==> src/hw/rtl/i2a_pkg.sv <==
// ----------------------------------------------------------------------------
// i2a_pkg
// shared types, codes and character helpers for the integer to ascii formatter
// ----------------------------------------------------------------------------
package i2a_pkg;

    typedef struct packed {
        logic [1:0]  kind;
        logic [63:0] value;
        logic        clear_total;
    } num_word_t;

    typedef struct packed {
        logic [7:0]  character;
        logic        last_char;
        logic [31:0] running_total;
    } chr_word_t;

    localparam logic [1:0] KIND_DEC  = 2'd0;
    localparam logic [1:0] KIND_HEXL = 2'd1;
    localparam logic [1:0] KIND_HEXU = 2'd2;
    localparam logic [1:0] KIND_PTR  = 2'd3;

    localparam logic [1:0] SRC_DIGIT  = 2'd0;
    localparam logic [1:0] SRC_MINUS  = 2'd1;
    localparam logic [1:0] SRC_PREFIX = 2'd2;
    localparam logic [1:0] SRC_NIL    = 2'd3;

    localparam logic [7:0] CHAR_ZERO  = 8'd48;
    localparam logic [7:0] CHAR_MINUS = 8'h2d;
    localparam logic [7:0] CHAR_X     = 8'h78;
    localparam logic [7:0] CHAR_LOW_A = 8'h61;
    localparam logic [7:0] CHAR_UP_A  = 8'h41;

    localparam int DEC_STEPS  = 32;
    localparam int DEC_DIGITS = 10;
    localparam int HEX_DIGITS = 8;
    localparam int PTR_DIGITS = 16;

    localparam logic [2:0] NIL_LAST = 3'd4;

    typedef struct packed {
        logic       load;
        logic       dabble;
        logic       skip;
        logic       emit;
        logic [1:0] src;
    } cmd_t;

    typedef struct packed {
        logic [1:0] kind;
        logic       negative;
        logic       ptr_zero;
        logic       cnt_one;
        logic       top_zero;
        logic       idx_one;
        logic       idx_last;
        logic       can_emit;
    } status_t;

    function automatic logic [7:0] hex_char(input logic [3:0] nib, input logic upper);
        logic [7:0] base;
        base = upper ? CHAR_UP_A : CHAR_LOW_A;
        if (nib < 4'd10)
        begin
            return CHAR_ZERO + {4'b0, nib};
        end
        return base + {4'b0, nib} - 8'd10;
    endfunction

    function automatic logic [7:0] nil_char(input logic [2:0] idx);
        logic [7:0] c;
        unique case (idx)
            3'd0:    c = 8'h28;
            3'd1:    c = 8'h6e;
            3'd2:    c = 8'h69;
            3'd3:    c = 8'h6c;
            default: c = 8'h29;
        endcase
        return c;
    endfunction

endpackage

==> src/hw/rtl/i2a_ctrl.sv <==
// ----------------------------------------------------------------------------
// i2a_ctrl
// sequencer: conversion, leading zero skip and character emission steps
// ----------------------------------------------------------------------------
module i2a_ctrl (
    input  logic              clk,
    input  logic              rst_n,
    input  logic              num_valid,
    output logic              num_stall,
    input  i2a_pkg::status_t  status,
    output i2a_pkg::cmd_t     cmd
);
    import i2a_pkg::*;

    localparam logic [2:0] ST_IDLE     = 3'd0;
    localparam logic [2:0] ST_DISPATCH = 3'd1;
    localparam logic [2:0] ST_CONV     = 3'd2;
    localparam logic [2:0] ST_SIGN     = 3'd3;
    localparam logic [2:0] ST_PREFIX   = 3'd4;
    localparam logic [2:0] ST_NIL      = 3'd5;
    localparam logic [2:0] ST_SKIP     = 3'd6;
    localparam logic [2:0] ST_DIGIT    = 3'd7;

    logic [2:0] state_reg;
    logic [2:0] state_next;

    assign num_stall = (state_reg != ST_IDLE);

    always_comb
    begin
        state_next = state_reg;
        cmd        = '0;
        cmd.src    = SRC_DIGIT;
        unique case (state_reg)
            ST_IDLE:
            begin
                if (num_valid)
                begin
                    cmd.load   = 1'b1;
                    state_next = ST_DISPATCH;
                end
            end
            ST_DISPATCH:
            begin
                case (status.kind) inside
                    KIND_DEC:           state_next = ST_CONV;
                    KIND_HEXL, KIND_HEXU: state_next = ST_SKIP;
                    default:            state_next = status.ptr_zero ? ST_NIL : ST_PREFIX;
                endcase
            end
            ST_CONV:
            begin
                cmd.dabble = 1'b1;
                if (status.cnt_one)
                begin
                    state_next = status.negative ? ST_SIGN : ST_SKIP;
                end
            end
            ST_SIGN:
            begin
                cmd.src = SRC_MINUS;
                if (status.can_emit)
                begin
                    cmd.emit   = 1'b1;
                    state_next = ST_SKIP;
                end
            end
            ST_PREFIX:
            begin
                cmd.src = SRC_PREFIX;
                if (status.can_emit)
                begin
                    cmd.emit = 1'b1;
                    if (status.idx_one)
                    begin
                        state_next = ST_SKIP;
                    end
                end
            end
            ST_NIL:
            begin
                cmd.src = SRC_NIL;
                if (status.can_emit)
                begin
                    cmd.emit = 1'b1;
                    if (status.idx_last)
                    begin
                        state_next = ST_IDLE;
                    end
                end
            end
            ST_SKIP:
            begin
                if (status.top_zero && !status.cnt_one)
                begin
                    cmd.skip = 1'b1;
                end
                else
                begin
                    state_next = ST_DIGIT;
                end
            end
            ST_DIGIT:
            begin
                if (status.can_emit)
                begin
                    cmd.emit = 1'b1;
                    if (status.cnt_one)
                    begin
                        state_next = ST_IDLE;
                    end
                end
            end
            default:
            begin
                state_next = ST_IDLE;
            end
        endcase
    end

    always_ff @(posedge clk or negedge rst_n)
    begin
        if (!rst_n)
        begin
            state_reg <= ST_IDLE;
        end
        else
        begin
            state_reg <= state_next;
        end
    end

endmodule

==> src/hw/rtl/i2a_dp.sv <==
// ----------------------------------------------------------------------------
// i2a_dp
// datapath: bcd shift converter, digit shifter, character total, output word
// ----------------------------------------------------------------------------
module i2a_dp (
    input  logic                clk,
    input  logic                rst_n,
    input  i2a_pkg::num_word_t  num_word,
    input  i2a_pkg::cmd_t       cmd,
    output i2a_pkg::status_t    status,
    output logic                chr_valid,
    input  logic                chr_stall,
    output i2a_pkg::chr_word_t  chr_word
);
    import i2a_pkg::*;

    logic [63:0] digits_reg;
    logic [31:0] bin_reg;
    logic [5:0]  cnt_reg;
    logic [2:0]  idx_reg;
    logic [1:0]  kind_reg;
    logic        neg_reg;
    logic        ptr_zero_reg;
    logic [31:0] total_reg;
    logic        out_valid_reg;
    chr_word_t   out_word_reg;

    logic [31:0] low;
    logic [31:0] mag;
    logic [39:0] bcd_adj;
    logic [3:0]  top_nib;
    logic [7:0]  char_sel;
    logic        last_sel;
    logic [31:0] total_inc;

    assign low       = num_word.value[31:0];
    assign mag       = low[31] ? (~low + 32'd1) : low;
    assign top_nib   = digits_reg[63:60];
    assign total_inc = total_reg + 32'd1;

    // add three to every bcd digit of five or more
    always_comb
    begin
        for (int d = 0; d < DEC_DIGITS; d++)
        begin
            if (digits_reg[24 + 4*d +: 4] >= 4'd5)
            begin
                bcd_adj[4*d +: 4] = digits_reg[24 + 4*d +: 4] + 4'd3;
            end
            else
            begin
                bcd_adj[4*d +: 4] = digits_reg[24 + 4*d +: 4];
            end
        end
    end

    always_comb
    begin
        char_sel = hex_char(top_nib, kind_reg == KIND_HEXU);
        last_sel = 1'b0;
        case (cmd.src)
            SRC_MINUS:
            begin
                char_sel = CHAR_MINUS;
            end
            SRC_PREFIX:
            begin
                char_sel = (idx_reg == 3'd0) ? CHAR_ZERO : CHAR_X;
            end
            SRC_NIL:
            begin
                char_sel = nil_char(idx_reg);
                last_sel = (idx_reg == NIL_LAST);
            end
            default:
            begin
                last_sel = (cnt_reg == 6'd1);
            end
        endcase
    end

    assign status.kind     = kind_reg;
    assign status.negative = neg_reg;
    assign status.ptr_zero = ptr_zero_reg;
    assign status.cnt_one  = (cnt_reg == 6'd1);
    assign status.top_zero = (top_nib == 4'd0);
    assign status.idx_one  = (idx_reg == 3'd1);
    assign status.idx_last = (idx_reg == NIL_LAST);
    assign status.can_emit = !out_valid_reg || !chr_stall;

    assign chr_valid = out_valid_reg;
    assign chr_word  = out_word_reg;

    always_ff @(posedge clk or negedge rst_n)
    begin
        if (!rst_n)
        begin
            out_valid_reg <= 1'b0;
            total_reg     <= '0;
            cnt_reg       <= '0;
            idx_reg       <= '0;
            kind_reg      <= KIND_DEC;
            neg_reg       <= 1'b0;
            ptr_zero_reg  <= 1'b0;
        end
        else
        begin
            if (cmd.emit)
            begin
                out_valid_reg <= 1'b1;
                total_reg     <= total_inc;
            end
            else if (!chr_stall)
            begin
                out_valid_reg <= 1'b0;
            end

            if (cmd.load)
            begin
                kind_reg     <= num_word.kind;
                neg_reg      <= (num_word.kind == KIND_DEC) && low[31];
                ptr_zero_reg <= (num_word.value == 64'd0);
                idx_reg      <= '0;
                if (num_word.clear_total)
                begin
                    total_reg <= '0;
                end
                case (num_word.kind) inside
                    KIND_DEC:             cnt_reg <= 6'(DEC_STEPS);
                    KIND_HEXL, KIND_HEXU: cnt_reg <= 6'(HEX_DIGITS);
                    default:              cnt_reg <= 6'(PTR_DIGITS);
                endcase
            end
            else if (cmd.dabble)
            begin
                cnt_reg <= (cnt_reg == 6'd1) ? 6'(DEC_DIGITS) : cnt_reg - 6'd1;
            end
            else if (cmd.skip || (cmd.emit && cmd.src == SRC_DIGIT))
            begin
                cnt_reg <= cnt_reg - 6'd1;
            end
            else if (cmd.emit)
            begin
                idx_reg <= idx_reg + 3'd1;
            end
        end
    end

    always_ff @(posedge clk)
    begin
        if (cmd.load)
        begin
            case (num_word.kind) inside
                KIND_DEC:
                begin
                    digits_reg <= '0;
                    bin_reg    <= mag;
                end
                KIND_HEXL, KIND_HEXU:
                begin
                    digits_reg <= {low, 32'd0};
                end
                default:
                begin
                    digits_reg <= num_word.value;
                end
            endcase
        end
        else if (cmd.dabble)
        begin
            digits_reg <= {bcd_adj[38:0], bin_reg[31], 24'd0};
            bin_reg    <= {bin_reg[30:0], 1'b0};
        end
        else if (cmd.skip || (cmd.emit && cmd.src == SRC_DIGIT))
        begin
            digits_reg <= {digits_reg[59:0], 4'd0};
        end

        if (cmd.emit)
        begin
            out_word_reg.character     <= char_sel;
            out_word_reg.last_char     <= last_sel;
            out_word_reg.running_total <= total_inc;
        end
    end

endmodule

==> src/hw/rtl/integer_to_ascii_formatter.sv <==
// ----------------------------------------------------------------------------
// integer_to_ascii_formatter
// printf-style signed decimal, hex and pointer text, one character per word
// ----------------------------------------------------------------------------
// One number is taken at a time and its characters leave most significant
// first, at most one per cycle, the final one flagged by last_char. Signed
// decimal runs the 32-step binary to bcd shift converter, then emits a minus
// sign when negative, then skips leading zeros and emits the digits. 32-bit
// hex and pointer text, the latter after its "0x" prefix, start at the leading
// zero skip, which drops one nibble a cycle; a zero pointer prints "(nil)".
// num_stall drops again at the clock edge that loads the final character into
// the output register.
module integer_to_ascii_formatter (
    input  logic                clk,
    input  logic                rst_n,
    input  logic                num_valid,
    output logic                num_stall,
    input  i2a_pkg::num_word_t  num_word,
    output logic                chr_valid,
    input  logic                chr_stall,
    output i2a_pkg::chr_word_t  chr_word
);
    import i2a_pkg::*;

    cmd_t    cmd;
    status_t status;

    i2a_ctrl u_ctrl (
        .clk       (clk),
        .rst_n     (rst_n),
        .num_valid (num_valid),
        .num_stall (num_stall),
        .status    (status),
        .cmd       (cmd)
    );

    i2a_dp u_dp (
        .clk       (clk),
        .rst_n     (rst_n),
        .num_word  (num_word),
        .cmd       (cmd),
        .status    (status),
        .chr_valid (chr_valid),
        .chr_stall (chr_stall),
        .chr_word  (chr_word)
    );

`ifndef SYNTHESIS
    a_busy_after_accept: assert property (@(posedge clk) disable iff (!rst_n)
        num_valid && !num_stall |=> num_stall)
        else $error("formatter idle right after taking a number");

    a_idle_holds_last: assert property (@(posedge clk) disable iff (!rst_n)
        chr_valid && !num_stall |-> chr_word.last_char)
        else $error("formatter idle with an unfinished run pending");

    a_stalled_word_holds: assert property (@(posedge clk) disable iff (!rst_n)
        chr_valid && chr_stall |=> chr_valid && $stable(chr_word))
        else $error("character word changed while stalled");
`endif

endmodule

==> config.mk <==
export PLATFORM = sky130hd
export DESIGN_NAME = integer_to_ascii_formatter
export DESIGN_NICKNAME = d
export VERILOG_FILES = /design/src/hw/rtl/i2a_pkg.sv /design/src/hw/rtl/i2a_ctrl.sv /design/src/hw/rtl/i2a_dp.sv /design/src/hw/rtl/integer_to_ascii_formatter.sv
export SDC_FILE = /design/constraint.sdc
export NUM_CORES = 1
export LEC_CHECK = 0
export BUFFER_PORTS_ARGS = -buffer_cell sky130_fd_sc_hd__buf_2
export CORE_MARGIN = 3
export CORE_UTILIZATION = 30
export CTS_BUF_LIST = sky130_fd_sc_hd__clkbuf_8
export DETAILED_ROUTE_END_ITERATION = 12
export GPL_TIMING_DRIVEN = 0
export PLACE_DENSITY_LB_ADDON = 0.1
export SYNTH_ARGS = -nofsm -noshare
export SYNTH_HDL_FRONTEND = slang
export SYNTH_SLANG_ARGS = --single-unit
export TNS_END_PERCENT = 10
==> constraint.sdc <==
create_clock -name clk -period 4.6 [get_ports clk]
set_input_delay 1.15 -clock clk [delete_from_list [all_inputs] [get_ports clk]]
set_output_delay 1.15 -clock clk [all_outputs]
set_load 0.05 [all_outputs]
==> impl_results.md <==
- Status: finished, final reports clean
- Max rail drop VDD: 0.310 mV
- Final Cycle Share: 70.0%
- Initial Util: 30.5%
- Share of layout cells above drive strength 1: 13.8%
- Setup violations, final: 0
- Grt ovf: 0
- Synthesized area per cell: 10.0 µm²
- Most common cell after layout, fill and taps aside: edfxtp_1
- Met3 Use GR: 3.13%
- IO Count: 114
- DRC viols: 0
- Setup Skew: 0.0184 ns
- Drt pass-1 iters: 5
- Met1 usage: 23.5%
- Max reg flops: 64
- Normalized max-slew margin: 17.8%
- Dpl ws: 0.450 ns
- Cell Area, Synth: 0.0109 mm²
- Non-Filler Instances: 1,686
- Prevailing post-synth register cell: edfxtp_1
- Post-synth EDFFs: 136
- Critical path type: reg2out
- H-Tree Depth: 4
- Die Span X: 197 µm
- CTS tree: yes
- Core ar.: 0.0357 mm²
- Yosys warnings: 0
- Initial antenna violation count: 2
- Detail Route Antenna Nets: 0
- Worst reg2reg setup slack: 1.40 ns
- Largest buffer count on any clock path: 2
- Most frequent cells in the layout: 136 x edfxtp_1, 119 x nand2_1, 114 x buf_2
- RePlAce Congestion: 0.841
- Max Clock Freq: 310 MHz
- Fin crit period: 3.22 ns
- HP Start: u_dp.ptr_zero_reg$_DFFE_PN0P_
- CP cell instances: clkbuf_1 > buf_1 > or3_1 > buf_2
- Placed Area: 0.0120 mm²
- Sequential cell area: 0.00531 mm²
- Worst setup margin: 1.38 ns
- Crit Path Max Fanout: 10
- Via count: 8,664
- Total die area: 0.0386 mm²
- Wire length per cell: 18.8 µm
- Cells after Synth: 1,085
- Syn_nets: 1,192
- FILL cells: 3,733
- Sink Count: 185
- Largest net degree at the start of global routing: 65
- Post-synth cell types: 68
- Req. time, crit path: 3.45 ns
- Fin util: 34.8%
- Cell family with most CP delay: buffers and inverters
- Slowest cell on crit path: dfrtp_1
- Hold buffers post-CTS: 0
- Buf/Inv on CP: 3
- DR iter-0 viols: 508
- Global-route usage over all layers: 16.5%
- Root Buffer: clkbuf_8
- First-pass GRT wire length: 49,300 µm
- N_diodes: 0
- RSZ-0062 raised after global routing: false
- Met2 GRT Util: 26.1%
- Chip height: 197 µm
- HPWL Detailed: 23,300 µm
- Drt total wl: 31,800 µm
- P&R area growth vs syn: 13.8%
- Sequential fraction of the synthesis area: 48.8%
- FP Rows: 69
- Clk Latency, worst-skew pair: 0.49 ns
- Worst slew pin tran: 1.23 ns
- Worst r2r src: u_dp.digits_reg[61]$_DFFE_PP_
- Synth async-reset ratio: 26.5%
- Type of origin of the critical path: register
- Num CTS Buffers: 17
- Hold Path Class: reg2reg
- Via density: 5.14
- IO Port Bufs: 108
- Vias in the first global route: 8,495
- Number of synthesized register bits: 185
- Max cap viols: 0
- Clk pin slew, worst setup/hold paths: 0.10 ns
- CP Capture Type: output port
- Crit path from: u_ctrl.state_reg[0]$_DFFE_PN0P_
- Postcts setup bufs: 0
- CTS resizes: 0
- Final Max Tran Viols: 0
- Slowest stage delay, CP: 0.42 ns
- CP arrival: 2.07 ns
- Area of the multi-input gates: 0.00513 mm²
- Final Hold Vio Count: 0
- Global routing's busiest layer: met2
- Post-route cell area: 0.0124 mm²
- DP Cell Count: 1,654
- Power Density: 617 mW/mm²
- Fin nets: 1,319
- Cell leakage power: 4.87 nW
[Yosys cell counts, types with 6 or more instances]
cell type | instances | area, µm²
xnor2_1 | 49 | 429
inv_1 | 45 | 169
or3_1 | 12 | 75.1
ha_1 | 36 | 450
dfrtp_1 | 49 | 1230
and2_1 | 7 | 43.8
o221ai_1 | 25 | 219
mux2i_1 | 35 | 350
edfxtp_1 | 136 | 4080
nor2_1 | 88 | 330
nand3_1 | 21 | 105
clkbuf_1 | 49 | 184
nor3_1 | 18 | 90.1
nand2b_1 | 14 | 87.6
xor2_1 | 49 | 429
a22oi_1 | 7 | 52.6
a21oi_1 | 67 | 335
buf_2 | 6 | 30.0
o41ai_1 | 8 | 70.1
o31ai_1 | 11 | 82.6
nor4_1 | 25 | 156
a22o_1 | 20 | 175
a31oi_1 | 6 | 37.5
nand2_1 | 120 | 450
o21ai_0 | 75 | 375
nor3b_1 | 13 | 97.6
nand4_1 | 19 | 119
[worst paths after layout]
path | end | cells past startpoint
max | num_stall | 4
min | u_dp.ptr_zero_reg$_DFFE_PN0P_ | 2
max reg2reg | u_dp.digits_reg[32]$_DFFE_PP_ | 7
min reg2reg | u_dp.ptr_zero_reg$_DFFE_PN0P_ | 2
max in group asynchronous | u_ctrl.state_reg[0]$_DFFE_PN0P_ | 1
min in group asynchronous | u_dp.total_reg[10]$_DFF_PN0_ | 1
[through the flow]
stage	power, mW	hold WS (ns)	setup TNS (ns)
after floorplan	5.64	0.431	0
after global placement	6.59	0.477	-36.36
after detailed placement	6.58	0.473	0
after CTS	7.74	0.500	0
after global routing	8.24	0.529	0
final	7.65	0.495	0
[kinds of logic after synthesis]
family | count (synthesis) | share of synthesized area, %
AO/OA/AOI/OAI | 245 | 14.6
XOR/XNOR | 98 | 7.88
adder cells (fa/ha/maj) | 36 | 4.14
buffers and inverters | 112 | 4.17
flip-flops | 185 | 48.8
multiplexers | 36 | 3.32
other | 1 | 0.0344
AND/OR/NAND/NOR | 372 | 17.1
[worst reg2reg max path: cells and delay by family (launching register included)]
kind                     cells  cell delay [ns]
buffers and inverters        3             0.97
AND/OR/NAND/NOR              2             0.77
flip-flops                   1             0.45
AO/OA/AOI/OAI                1             0.32
adder cells (fa/ha/maj)      1             0.29
[area by class of cell]
class / count / area share (%)
flip-flops and latches: 185 / 42.8
well taps: 461 / 4.65
repair buffers: 108 / 4.36
clock inverters: 14 / 1.10
clock buffers: 18 / 2.00
plain buffers: 67 / 2.30
inverters: 45 / 1.38
multi-input cells: 788 / 41.4
[power by group]
group          internal (mW)  switching (mW)
sequential              2.74           0.420
combinational           1.09            2.27
clock                  0.458           0.674
[layer usage]
metal,vias to the layer above,part of all wire (%)
met5,-,0.085
li1,4222,-
met4,4,1.2
met3,22,3.9
met2,166,46
met1,4250,49
Power figures use the tool's default switching activity.
